File: src/spq_pkg.sv
package spq_pkg;

	localparam int unsigned PrioW        = 16;
	localparam int unsigned TagW         = 4;
	localparam int unsigned OccW         = 4;
	localparam int unsigned StatusW      = 2;
	localparam int unsigned DepthDefault = 8;

	typedef enum logic {
		FUNC_INSERT = 1'b0,
		FUNC_REMOVE = 1'b1
	} func_t;

	typedef enum logic [StatusW-1:0] {
		ST_DONE  = 2'd0,
		ST_FULL  = 2'd1,
		ST_EMPTY = 2'd2
	} status_t;

	typedef struct packed {
		logic [PrioW-1:0] prio;
		logic [TagW-1:0]  tag;
	} spq_entry_t;

	typedef struct packed {
		logic             ins;
		logic             rem;
		logic [PrioW-1:0] prio;
		logic [TagW-1:0]  tag;
	} spq_ctl_t;

endpackage

File: src/spq_req_if.sv
interface spq_req_if import spq_pkg::*; ();

	logic             valid;
	logic             ready;
	logic             func;
	logic [PrioW-1:0] priority_req;

	modport source (output valid, output func, output priority_req, input ready);
	modport sink (input valid, input func, input priority_req, output ready);

endinterface

File: src/spq_rsp_if.sv
interface spq_rsp_if import spq_pkg::*; ();

	logic               valid;
	logic               ready;
	logic [StatusW-1:0] status;
	logic [PrioW-1:0]   removed_priority;
	logic [TagW-1:0]    removed_tag;
	logic [OccW-1:0]    occupancy;

	modport source (
		output valid, output status, output removed_priority,
		output removed_tag, output occupancy, input ready
	);
	modport sink (
		input valid, input status, input removed_priority,
		input removed_tag, input occupancy, output ready
	);

endinterface

File: src/sorted_priority_queue.sv
// Channel  Dir  Modport  Payload
// req      in   sink     func, priority_req
// rsp      out  source   status, removed_priority, removed_tag, occupancy
//
// One request per cycle: every cell compares and shifts in the same cycle.
// The response is registered and valid in the cycle after acceptance;
// req.ready is high while that register is empty or being taken, so a
// stalled rsp stalls req. Reset clears the occupancy count and the
// response valid; cell contents stay undefined until written.
module sorted_priority_queue import spq_pkg::*; #(
	parameter int unsigned DEPTH = DepthDefault
) (
	input  logic       clk,
	input  logic       arst_n,
	spq_req_if.sink    req,
	spq_rsp_if.source  rsp
);

	localparam int unsigned CntW = $clog2(DEPTH + 1);
	localparam logic [CntW-1:0] Full = CntW'(DEPTH);

	logic [CntW-1:0]  count_q;
	logic [CntW-1:0]  count_next;
	logic             rsp_valid_q;
	status_t          status_q;
	logic [PrioW-1:0] rprio_q;
	logic [TagW-1:0]  rtag_q;
	logic [OccW-1:0]  occ_q;

	logic       acc;
	logic       is_full;
	logic       is_empty;
	spq_ctl_t   ctl;
	spq_entry_t ent [DEPTH];
	logic       gt  [DEPTH];

	assign is_full  = count_q == Full;
	assign is_empty = count_q == '0;
	assign req.ready = !rsp_valid_q || rsp.ready;
	assign acc       = req.valid && req.ready;

	assign ctl.ins  = acc && (req.func == FUNC_INSERT) && !is_full;
	assign ctl.rem  = acc && (req.func == FUNC_REMOVE) && !is_empty;
	assign ctl.prio = req.priority_req;
	assign ctl.tag  = TagW'(count_q + CntW'(1));

	always_comb begin
		count_next = count_q;
		if (ctl.ins) begin
			count_next = count_q + CntW'(1);
		end else if (ctl.rem) begin
			count_next = count_q - CntW'(1);
		end
	end

	for (genvar i = 0; i < DEPTH; i++) begin : g_cell
		spq_entry_t left_ent;
		spq_entry_t right_ent;
		logic       left_gt;

		if (i == 0) begin : g_head
			assign left_ent = '0;
			assign left_gt  = 1'b0;
		end else begin : g_mid
			assign left_ent = ent[i-1];
			assign left_gt  = gt[i-1];
		end

		if (i == DEPTH - 1) begin : g_tail
			assign right_ent = '0;
		end else begin : g_next
			assign right_ent = ent[i+1];
		end

		spq_cell #(
			.Idx  (i),
			.CntW (CntW)
		) u_cell (
			.clk       (clk),
			.ctl       (ctl),
			.count     (count_q),
			.left_ent  (left_ent),
			.left_gt   (left_gt),
			.right_ent (right_ent),
			.ent       (ent[i]),
			.gt        (gt[i])
		);
	end

	always_ff @(posedge clk or negedge arst_n) begin
		if (!arst_n) begin
			count_q     <= '0;
			rsp_valid_q <= 1'b0;
		end else begin
			count_q <= count_next;
			if (acc) begin
				rsp_valid_q <= 1'b1;
			end else if (rsp.ready) begin
				rsp_valid_q <= 1'b0;
			end
		end
	end

	always_ff @(posedge clk) begin
		if (acc) begin
			occ_q   <= OccW'(count_next);
			rprio_q <= '0;
			rtag_q  <= '0;
			if (req.func == FUNC_INSERT) begin
				status_q <= is_full ? ST_FULL : ST_DONE;
			end else if (is_empty) begin
				status_q <= ST_EMPTY;
			end else begin
				status_q <= ST_DONE;
				rprio_q  <= ent[0].prio;
				rtag_q   <= ent[0].tag;
			end
		end
	end

	assign rsp.valid            = rsp_valid_q;
	assign rsp.status           = status_q;
	assign rsp.removed_priority = rprio_q;
	assign rsp.removed_tag      = rtag_q;
	assign rsp.occupancy        = occ_q;

`ifndef ASSERT_OFF
	a_count_bound: assert property (@(posedge clk) disable iff (!arst_n)
		count_q <= Full)
		else $error("occupancy above depth");

	a_insert_grows: assert property (@(posedge clk) disable iff (!arst_n)
		ctl.ins |=> count_q == $past(count_q) + CntW'(1))
		else $error("insert did not grow occupancy");

	a_rsp_occ: assert property (@(posedge clk) disable iff (!arst_n)
		acc |=> rsp_valid_q && (occ_q == OccW'(count_q)))
		else $error("response occupancy mismatch");

	a_head_sorted: assert property (@(posedge clk) disable iff (!arst_n)
		(count_q >= CntW'(2)) |-> (ent[0].prio <= ent[1].prio))
		else $error("head entries out of order");
`endif

endmodule

File: src/spq_cell.sv
module spq_cell import spq_pkg::*; #(
	parameter int unsigned Idx  = 0,
	parameter int unsigned CntW = 4
) (
	input  logic            clk,
	input  spq_ctl_t        ctl,
	input  logic [CntW-1:0] count,
	input  spq_entry_t      left_ent,
	input  logic            left_gt,
	input  spq_entry_t      right_ent,
	output spq_entry_t      ent,
	output logic            gt
);

	localparam logic [CntW-1:0] IdxC = CntW'(Idx);

	spq_entry_t ent_q;
	spq_entry_t new_ent;
	logic       held;

	assign held    = IdxC < count;
	assign gt      = !held || (ent_q.prio > ctl.prio);
	assign new_ent = '{prio: ctl.prio, tag: ctl.tag};
	assign ent     = ent_q;

	always_ff @(posedge clk) begin
		priority if (ctl.ins && gt) begin
			ent_q <= left_gt ? left_ent : new_ent;
		end else if (ctl.rem) begin
			ent_q <= right_ent;
		end
	end

endmodule

File: src/flat_wrapper.sv
// flat-port wrapper written by rule: the top's interface ports become plain ports
module sorted_priority_queue_flat import spq_pkg::*;
#(
	parameter int unsigned DEPTH = DepthDefault
)
  (clk, arst_n, req_valid, req_func, req_priority_req, req_ready, rsp_valid, rsp_status, rsp_removed_priority, rsp_removed_tag, rsp_occupancy, rsp_ready);
  spq_req_if req_i ();
  spq_rsp_if rsp_i ();
  input  logic clk;
  input  logic arst_n;
  input wire logic [$bits(req_i.valid)-1:0] req_valid;
  input wire logic [$bits(req_i.func)-1:0] req_func;
  input wire logic [$bits(req_i.priority_req)-1:0] req_priority_req;
  output wire logic [$bits(req_i.ready)-1:0] req_ready;
  output wire logic [$bits(rsp_i.valid)-1:0] rsp_valid;
  output wire logic [$bits(rsp_i.status)-1:0] rsp_status;
  output wire logic [$bits(rsp_i.removed_priority)-1:0] rsp_removed_priority;
  output wire logic [$bits(rsp_i.removed_tag)-1:0] rsp_removed_tag;
  output wire logic [$bits(rsp_i.occupancy)-1:0] rsp_occupancy;
  input wire logic [$bits(rsp_i.ready)-1:0] rsp_ready;
  assign req_i.valid = req_valid;
  assign req_i.func = req_func;
  assign req_i.priority_req = req_priority_req;
  assign req_ready = req_i.ready;
  assign rsp_valid = rsp_i.valid;
  assign rsp_status = rsp_i.status;
  assign rsp_removed_priority = rsp_i.removed_priority;
  assign rsp_removed_tag = rsp_i.removed_tag;
  assign rsp_occupancy = rsp_i.occupancy;
  assign rsp_i.ready = rsp_ready;
  sorted_priority_queue #(.DEPTH(DEPTH)) u_core (.clk(clk), .arst_n(arst_n), .req(req_i), .rsp(rsp_i));
endmodule
File: config.mk
export PLATFORM = sky130hd
export DESIGN_NAME = sorted_priority_queue_flat
export DESIGN_NICKNAME = d
export VERILOG_FILES = /design/src/spq_pkg.sv /design/src/spq_req_if.sv /design/src/spq_rsp_if.sv /design/src/sorted_priority_queue.sv /design/src/spq_cell.sv /design/src/flat_wrapper.sv
export SDC_FILE = /design/constraint.sdc
export NUM_CORES = 1
export LEC_CHECK = 0
export BUFFER_PORTS_ARGS = -buffer_cell sky130_fd_sc_hd__buf_2
export CAP_MARGIN = 25
export CORE_MARGIN = 3
export CORE_UTILIZATION = 55
export DETAILED_ROUTE_END_ITERATION = 7
export PLACE_DENSITY_LB_ADDON = 0.12
export SLEW_MARGIN = 25
export SYNTH_ARGS = -nofsm -noshare
export SYNTH_HDL_FRONTEND = slang
export SYNTH_SLANG_ARGS = --single-unit
export TNS_END_PERCENT = 30
File: constraint.sdc
create_clock -name clk -period 3.4 [get_ports clk]
set_clock_uncertainty 0.15 [all_clocks]
set_input_delay 0.17 -clock clk [delete_from_list [all_inputs] [get_ports clk]]
set_output_delay 0.17 -clock clk [all_outputs]
set_load 0.02 [all_outputs]
# ---- Word level (Yosys, flattened, before mapping)
# Cells that the tools add are included.
dict set report op_classes {
  n_bitwise 1
  multipliers 0
  n_addsub 2
  div_mod_pow 0
  magnitude_cmp 16
  mux 30
  shifts 0
  reduce_logical 44
  eq_ne 1
}
# operator n
set op_table {}
lappend op_table {{20-bit 2-to-1 mux} 23}
lappend op_table {{16-bit greater-than comparator} 8}
lappend op_table {{2-bit nonzero test} 9}
lappend op_table {{3-bit by 4-bit < comparator with 1-bit output (first input constant)} 4}
lappend op_table {{1-bit logical AND} 13}
lappend op_table {{1-bit zero test} 11}
lappend op_table {{1-bit logical OR} 9}
lappend op_table {{1-bit by 4-bit < comparator with 1-bit output (first input constant)} 2}
lappend op_table {{2-bit by 4-bit < comparator with 1-bit output (first input constant)} 2}
lappend op_table {{4-bit 2-to-1 mux} 2}
lappend op_table {{4-bit by 1-bit adder with 4-bit output (second input constant)} 1}
lappend op_table {{4-bit == test (second input constant)} 1}
lappend op_table {{4-bit zero test} 1}
lappend op_table {{2-bit 2-to-1 mux} 2}
lappend op_table {{4-bit by 1-bit subtractor with 4-bit output (second input constant)} 1}
lappend op_table {{1-bit 2-to-1 mux} 3}
lappend op_table {{2-bit OR reduction} 1}
lappend op_table {{1-bit inverter} 1}
dict set report word_totals {
  latch_bits 0
  romBits 0
  out_inout_bits 28
  reg_bits 191
  input_bits 21
  memories 0
  ramBits 0
  elab_cells 116
}

# ---- Logic depth before layout (Yosys ltp)
# Gate-level depths: netlist (run 1).
dict set report depth {
  ltp_word 7
  depth_mapped 11
}

# ---- Hierarchy
# Synthesis (run 1) repeated with hierarchy kept, for this count alone.
dict set report unflattened {
  cells_unflattened 1278
  area_unflattened_um2 14151.1
}
# module cells_each seq_area_each_um2 area_per_inst_um2 n_inst
set modules_own_cells {}
lappend modules_own_cells {{spq_cell at u_core.g_cell[0].u_cell ...} 147 600.6 1595.3 2}
lappend modules_own_cells {{spq_cell at u_core.g_cell[1].u_cell ...} 147 600.6 1594.0 2}
lappend modules_own_cells {{spq_cell at u_core.g_cell[3].u_cell} 146 600.6 1610.3 1}
lappend modules_own_cells {{spq_cell at u_core.g_cell[2].u_cell} 147 600.6 1596.5 1}
lappend modules_own_cells {{spq_cell at u_core.g_cell[4].u_cell} 148 600.6 1594.0 1}
lappend modules_own_cells {{spq_cell at u_core.g_cell[7].u_cell} 145 600.6 1590.3 1}
lappend modules_own_cells {sorted_priority_queue 104 905.9 1381.3 1}

# ---- Worst setup path after synthesis (run 1)
# Ideal clock, no wire load.
dict set report synth_timing {
  path_kind {flip-flop to flip-flop}
  from {register u_core.count_q[0]}
  to {register u_core.g_cell[7].u_cell.ent_q (netlist bit u_core.g_cell[7].u_cell.ent[0]), enable pin}
  path_stages_with_launch 10
  t_required_ps 2873
  period_less_slack_ps 3095
  slack_ps 305
  arrival_ps 2568
  setup_ps 377
  cell_sequence {dfrtp_1 clkinv_1 ha_1 and3b_1 or3_1 buf_2 a31oi_1 o31ai_1 clkbuf_1 nand2_1}
}
dict set report synth_between {
  elab_chain_cells 5
}
# item line_no
set synth_rtl {}
lappend synth_rtl {{start: declaration} sorted_priority_queue.sv:22} ;# logic [CntW-1:0] count_q;
lappend synth_rtl {{start signal: assignment} sorted_priority_queue.sv:95} ;# count_q <= count_next;
lappend synth_rtl {{3-bit by 4-bit < comparator with 1-bit output or 4-bit == test (tied branches)} {spq_cell.sv:21, sorted_priority_queue.sv:37}}
lappend synth_rtl {{1-bit zero test, on equally long branches} {spq_cell.sv:22, sorted_priority_queue.sv:42}}
lappend synth_rtl {{1-bit logical OR or 1-bit logical AND (tied branches)} {spq_cell.sv:22, sorted_priority_queue.sv:42}}
lappend synth_rtl {{1-bit logical AND} spq_cell.sv:27} ;# priority if (ctl.ins && gt) begin
lappend synth_rtl {{2-bit nonzero test (no line) *} -}
lappend synth_rtl {{end signal: assignment} spq_cell.sv:28} ;# ent_q <= left_gt ? left_ent : new_ent;
lappend synth_rtl {{end signal: assignment} spq_cell.sv:30} ;# ent_q <= right_ent;
lappend synth_rtl {{end: declaration} spq_cell.sv:17} ;# spq_entry_t ent_q;
# Every way passes the cells marked *; elsewhere a longest branch is shown, timed or not.
# A chain may end at the register's enable or synchronous reset.

# ---- Worst setup path in the final report (run 1)
dict set report layout_timing {
  from {register u_core.g_cell[2].u_cell.ent_q (netlist bit u_core.g_cell[2].u_cell.ent[17])}
  to {register u_core.g_cell[3].u_cell.ent_q (netlist bit u_core.g_cell[3].u_cell.ent[0]) (data pin)}
}
dict set report layout_between {
  elab_chain_cells 4
}
# item line_no
set layout_rtl {}
lappend layout_rtl {{start: declaration} spq_cell.sv:17}
lappend layout_rtl {{start signal: assignment} spq_cell.sv:28}
lappend layout_rtl {{start signal: assignment} spq_cell.sv:30}
lappend layout_rtl {{16-bit greater-than comparator} spq_cell.sv:22} ;# assign gt = !held || (ent_q.prio > ctl.prio);
lappend layout_rtl {{1-bit logical OR} spq_cell.sv:22}
lappend layout_rtl {{20-bit 2-to-1 mux} spq_cell.sv:28}
lappend layout_rtl {{20-bit 2-to-1 mux} spq_cell.sv:27}
lappend layout_rtl {{end signal: assignment} spq_cell.sv:28}
lappend layout_rtl {{end signal: assignment} spq_cell.sv:30}
lappend layout_rtl {{end: declaration} spq_cell.sv:17}
# Every way passes these cells.

==> results of run 1 <==
-- sequential cells by signal, summed over array words and instances, names as in the netlist --
| register | count |
|---|---|
| u_core.g_cell.u_cell.ent | 160 |
| u_core.rsp.removed_priority | 16 |
| u_core.count_q | 4 |
| u_core.rsp.occupancy | 4 |
| u_core.rsp.removed_tag | 4 |
| u_core.rsp.status | 2 |
| u_core.rsp.valid | 1 |
-- synthesized netlist by cell type, drive strengths merged (2+ instances only) --
cell type,n,share of area (%)
edfxtp,186,43
a21oi,177,6.9
ha,131,13
mux2,62,5.4
mux2i,60,4.7
o21ai,52,2.1
nand3,48,1.9
nand2,42,1.3
a31oi,40,2.1
buf,40,2.2
nor2,40,1.2
a21o,30,1.8
clkbuf,30,0.89
inv,29,0.85
and2,24,1.2
and3,22,1.1
nand4,20,1.1
o31a,20,1.4
nor3,12,0.63
nor2b,11,0.54
nor4,9,0.77
a21boi,7,0.47
o31ai,7,0.41
and4,6,0.41
o211ai,6,0.35
or3,6,0.29
dfrtp,5,0.97
o21a,4,0.23
or2,4,0.19
a211oi,3,0.18
o211a,3,0.23
xnor2,3,0.20
a311oi,2,0.14
and3b,2,0.14
nand2b,2,0.097
nand3b,2,0.12
o21bai,2,0.12
o221ai,2,0.14
o2bb2ai,2,0.14
or4b,2,0.19
xor2,2,0.14
-- kinds of logic after synthesis --
logic type,after synthesis,synth area share [%]
multiplexers,122,10.1
buffers and inverters,100,3.93
XOR/XNOR,5,0.341
flip-flops,191,44.4
adder cells (fa/ha/maj),131,12.8
AO/OA/AOI/OAI,364,17.1
AND/OR/NAND/NOR,255,11.3
-- worst paths after layout --
| kind | start | end | cells after the start |
|---|---|---|---|
| setup / recovery | u_core.g_cell[2].u_cell.ent[17] | u_core.g_cell[3].u_cell.ent[0] | 8 |
| hold / removal | req_priority_req[6] | u_core.g_cell[0].u_cell.ent[10] | 2 |
| setup reg to reg | u_core.g_cell[2].u_cell.ent[17] | u_core.g_cell[3].u_cell.ent[0] | 8 |
| hold reg to reg | u_core.g_cell[7].u_cell.ent[3] | u_core.g_cell[6].u_cell.ent[3] | 1 |
| max in group asynchronous | arst_n | u_core.count_q[0] | 3 |
| min in group asynchronous | arst_n | u_core.rsp.valid | 3 |
-- layer usage --
metal,global-route usage [%],part of all wire (%),vias to the layer above
met1,38.3,45,4755
met5,0,0,-
met3,2.95,6.4,51
met2,42.9,46,387
li1,-,-,4676
met4,7.40,2.1,0
-- final cells by class --
cell class | instances | area, um^2
clock buffers | 17 | 425
multi-input cells | 877 | 6670
inverters | 30 | 113
repair buffers | 124 | 936
flip-flops and latches | 191 | 5710
fillers | 1849 | 8380
clock inverters | 15 | 153
well taps | 313 | 392
-- worst max-delay path, cell delays in order (launching register included) --
cell      delay [ps]
edfxtp_1         440
ha_1             350
nand4_2          170
nor4_2           580
a21boi_2         410
or3_1            200
buf_4            390
nand3_1          160
a31oi_1          210
-- power by group through the flow --
stage / clock network (mW) / registers (mW) / logic, mW
2_1_floorplan: 0 / 3.55 / 2.96
3_3_place_gp: 0 / 3.63 / 4.01
3_5_place_dp: 0 / 3.64 / 4.07
4_1_cts: 2.01 / 3.59 / 4.11
5_1_grt: 2.10 / 3.65 / 4.54
6_report: 1.99 / 3.61 / 4.14
-- metrics by stage --
step | cells | utilization, %
finish | 1567 | 63.2
global route | 1567 | 63.2
CTS | 1567 | 63.2
detailed placement | 1530 | 60.4
global placement | 1530 | 60.4
floorplan | 1168 | -
-- what timing repair did --
item,in CTS,in global routing
hold endpoints to repair,8,0
setup endpoints to repair,0,0
gates resized for setup,0,0
hold buffers,5,0
==> summary.txt, run 1 <==
Final layout
  • Most common cell after layout, fill and taps aside: edfxtp_1
  • Nets: 1393
  • Final instance area: between 10000 and 15000 um^2
  • Share of cells above drive strength 1: about a fifth
  • Most frequent cells in the layout: edfxtp_1, a21oi_1, ha_1
  • N_diodes: 0
  • Layout area overhead: 12.0%

Die
  • Initial Utilization: 56.4%
  • Site Rows: 55
  • Die width: roughly 160 um
  • Die Ht: ~160 um
  • Total die area: 25200 um^2
  • Core ar.: 22800 um^2
  • I/O Pins: 49

Drt
  • 1st-iter DRT viols: roughly 910
  • Via density: between 6 and 7
  • Post-Route WL: 33700 um
  • Post-route DRC: 0
  • Routed vias: 9869
  • DRT Pass-1 Iters: 6
  • Wire per inst: 21.5 um
  • Routed Antenna Nets: 0

Critical path
  • Crit-path max FO: 39
  • Worst path arrival time: around 3400 ps
  • Critical path required time: between 3000 and 4000 ps
  • Crit path capture type: register
  • Worst setup SP type: register
  • Worst Setup Path Type: register to register
  • R2R setup slack: around 180 ps

Synth
  • Syn nets: 1320
  • Most used DFF post-synth: edfxtp_1
  • #FFs+latches synth: around 190
  • Synth unique cells: between 70 and 80
  • EDFF count, synth: roughly 190
  • Synth Cell Area: 12800 um^2
  • Yosys warns: 0
  • Syn_area_per_cell: around 11 um^2
  • Share of synthesized registers carrying an async set or reset: approximately 2.6%
  • Sequential element share of the synthesized area: 44.4%
  • Cells after Synth: approximately 1200

STA
  • Setup TNS: 0 ps
  • Final setup fails: 0
  • Hold Vio Cnt, Final: 0
  • Fmax: between 300 and 400 MHz
  • RSZ-0062 raised after global routing: no
  • Relative slew slack: 38.9%
  • WHS: 74.6 ps
  • Fin crit share: 94.8%
  • Final worst slack: ~180 ps
  • Slew Viols, Final: 0
  • Worst-margin pin slew: between 900 and 1000 ps
  • Tmin final: 3220 ps

Clock tree
  • CTS sink cnt: between 150 and 200
  • Root Driver: clkbuf_16
  • CTS max path bufs: 2
  • Inserted Clock Buffers: 17
  • Post-CTS setup buffer count: 0
  • CTS clk-pin slew, worst paths: around 80 ps
  • CTS tree: done
  • Worst skew pair latency: about 440 ps
  • CTS H-tree lvls: 4

Global routing
  • Largest net degree at the start of global routing: 60
  • Global-route usage over all layers: 26.6%
  • Initial antenna violation count: 0
  • First-pass GRT wire length: 53500 um
  • Vias in the first global route: just under 10000
  • GR Overflow Total: 0

Run
  • Max-Cap Viols: 0

Pwr
  • Total power: between 9 and 10 mW
  • Switching fraction of total power: around 39%
  • Pwr Density: between 600 and 700 nW/um^2
  • Switching pwr: 3.78 mW
  • Clk pwr share: between 20% and 30%
  • Worst vdd ir: around 0.52 mV
  • Cell leakage power: 5.91 nW
  • Internal: about 6.0 mW
  • Flop pwr share: between 30 and 40%
  • Combinational share of power: a little over two fifths

Placement
  • Routability Congestion: 0.917
  • I/O Buffers: between 40 and 50
  • Post-Place Setup Slack: roughly 110 ps
  • Dpl hpwl: around 26000 um
  • DP Area: 13800 um^2

Outcome
  • Status: complete, no violations

Hold path
  • Hold crit path type: primary input to register
Note: power is estimated with default switching activity, not from simulation.
==> run 2, diff against run 1 <==
--- a/config.mk
+++ b/config.mk
@@ -7,7 +7,7 @@
 export LEC_CHECK = 0
 export BUFFER_PORTS_ARGS = -buffer_cell sky130_fd_sc_hd__buf_2
 export CAP_MARGIN = 25
-export CORE_MARGIN = 3
+export CORE_MARGIN = 2
 export CORE_UTILIZATION = 55
 export DETAILED_ROUTE_END_ITERATION = 7
 export PLACE_DENSITY_LB_ADDON = 0.12
==> summary.txt, run 2 (synthesis gave the netlist of run 1 again) <==
Critical path
  • Critical path required time: 3440 ps (was 3530 ps)
  • Critical path cell sequence: ha_1 > nand4_2 > nor4_2 > a21boi_2 > or3_1 > nand2_1 > buf_4 > o31a_1 (was ha_1 > nand4_2 > nor4_2 > a21boi_2 > or3_1 > buf_4 > nand3_1 > a31oi_1)
  • Buf/Inv on CP: 1 (unchanged)
  • Worst path top cell family by delay: simple AND/OR/NAND/NOR gates (unchanged)
  • Crit path capture type: register (unchanged)
  • CP peak stage delay: 550 ps (was 580 ps)
  • Worst Setup Path Type: register to register (unchanged)
  • Crit-path max FO: 15 (was 39)
  • Worst setup SP type: register (unchanged)
  • R2R setup slack: 220 ps (was 180 ps)
  • Worst path arrival time: 3220 ps (was 3350 ps)
  • CP max-delay cell: nor4_2 (unchanged)

Pwr
  • Cell leakage power: 5.90 nW (was 5.91 nW)
  • Worst vdd ir: 0.357 mV (was 0.520 mV)
  • Pwr Density: 680 nW/um^2 (was 676 nW/um^2)

Hold path
  • Hold crit path type: primary input to register (unchanged)

Die
  • Die Ht: 157 um (was 159 um)
  • Total die area: 24600 um^2 (was 25200 um^2)
  • I/O Pins: 49 (unchanged)
  • Initial Utilization: 56.4% (unchanged)
  • Die width: 157 um (was 159 um)
  • Core ar.: 22800 um^2 (unchanged)
  • Site Rows: 55 (unchanged)

Clock tree
  • Post-CTS setup buffer count: 0 (unchanged)
  • CTS sink cnt: 191 (unchanged)
  • Root Driver: clkbuf_16 (unchanged)
  • CTS tree: done (unchanged)
  • Inserted Clock Buffers: 17 (unchanged)
  • CTS max path bufs: 2 (unchanged)
  • Worst skew pair latency: 440 ps (about the same)
  • CTS H-tree lvls: 4 (unchanged)
  • CTS clk-pin slew, worst paths: 80 ps (about the same)
  • Post_cts resized: 0 (unchanged)

STA
  • Final setup fails: 0 (unchanged)
  • Relative slew slack: 33.5% (was 38.9%)
  • Fmax: 314 MHz (was 310 MHz)
  • Slew Viols, Final: 0 (unchanged)
  • Hold Vio Cnt, Final: 0 (unchanged)
  • WHS: 62.6 ps (was 74.6 ps)
  • Fin crit share: 93.6% (was 94.8%)
  • Setup TNS: 0 ps (unchanged)
  • RSZ-0062 raised after global routing: no (unchanged)
  • Worst-margin pin slew: 992 ps (was 910 ps)
  • Tmin final: 3180 ps (was 3220 ps)

Placement
  • DP Area: 13700 um^2 (was 13800 um^2)
  • Routability Congestion: 0.912 (was 0.917)
  • I/O Buffers: 48 (unchanged)
  • Dpl hpwl: 25900 um (about the same)

Global routing
  • Largest net degree at the start of global routing: 60 (unchanged)
  • Grt peak-use layer: met2 (unchanged)
  • Global-route usage over all layers: 28.5% (was 26.6%)
  • GRT met1 Usage: 40.0% (was 38.3%)
  • GR Overflow Total: 0 (unchanged)
  • Met3 usage: 3.38% (was 2.95%)
  • Met2 track demand over resource: 46.0% (was 42.9%)
  • Vias in the first global route: 9921 (was 9712)
  • First-pass GRT wire length: 53900 um (was 53500 um)
  • Initial antenna violation count: 0 (unchanged)

Final layout
  • Biggest register: u_core.g_cell.u_cell.ent (unchanged)
  • Most frequent cells in the layout: edfxtp_1, a21oi_1, ha_1 (unchanged)
  • Max reg flops: 160 (unchanged)
  • Final instance area: 14400 um^2 (about the same)
  • Multi-input gate area: 6660 um^2 (was 6670 um^2)
  • Nets: 1391 (was 1393)
  • Most common cell after layout, fill and taps aside: edfxtp_1 (unchanged)
  • N_diodes: 0 (unchanged)
  • Fillers: 1887 (was 1849)
  • Layout area overhead: 11.8% (was 12.0%)
  • Share of cells above drive strength 1: 18.8% (was 19.0%)
  • FF+latch area: 5710 um^2 (unchanged)
  • Core Util, Final: 63.1% (was 63.2%)

Drt
  • Wire per inst: 21.5 um (about the same)
  • 1st-iter DRT viols: 805 (was 912)
  • Post-route DRC: 0 (unchanged)
  • DRT Pass-1 Iters: 7 (was 6)
  • Post-Route WL: 33600 um (was 33700 um)
  • Routed Antenna Nets: 0 (unchanged)
  • Routed vias: 9878 (was 9869)
  • Via density: 6.31 (was 6.30)

Run
  • Max-Cap Viols: 0 (unchanged)

Outcome
  • Status: complete, no violations (unchanged)
==> run 2: layout make-up <==
type                       count  area share (%)
clock buffer                  17            2.96
clock inverter                15            1.16
inverter                      30           0.784
multi-input combinational    877            46.4
sequential                   191            39.8
tap                          313            2.73
timing repair buffer         122            6.24
==> run 2: tightest hold or removal path, delay by kind of cell <==
kind	cells	cell delay, ps
buffers and inverters	1	200
AND/OR/NAND/NOR	1	80
multiplexers	1	100
==> run 2: per-stage QoR <==
| step | power [mW] | instances | setup WS [ps] |
|---|---|---|---|
| floorplan | 6.51 | 1168 | 305 |
| global placement | 7.64 | 1528 | 133 |
| detailed placement | 7.73 | 1528 | 106 |
| CTS | 9.75 | 1565 | 220 |
| global route | 10.3 | 1565 | 27.6 |
| finish | 9.77 | 1565 | 216 |
==> run 2: final timing paths <==
check / start / to / depth (start not counted)
max: u_core.g_cell[2].u_cell.ent[18] / u_core.g_cell[2].u_cell.ent[10] / 8
min: req_priority_req[1] / u_core.g_cell[7].u_cell.ent[5] / 3
max reg2reg: u_core.g_cell[2].u_cell.ent[18] / u_core.g_cell[2].u_cell.ent[10] / 8
min reg2reg: u_core.g_cell[7].u_cell.ent[3] / u_core.g_cell[6].u_cell.ent[3] / 1
max in group asynchronous: arst_n / u_core.count_q[2] / 3
min in group asynchronous: arst_n / u_core.rsp.valid / 3
==> run 2: layer usage <==
metal,vias to the layer above,part of all wire (%)
li1,4681,-
met1,4806,46
met2,334,46
met3,57,5.3
met4,0,2.6
met5,-,0
==> run 2: report_power, final <==
part           switching (mW)  total [mW]  internal, mW
Combinational            2.43        4.15          1.72
Sequential              0.350        3.61          3.26
Clock                    1.02        2.01         0.992
Total                    3.80        9.77          5.97
==> run 2: timing repair <==
item	in CTS	in global routing
endpoints found under the setup margin	0	0
hold buffers	5	0
hold endpoints to repair	8	0
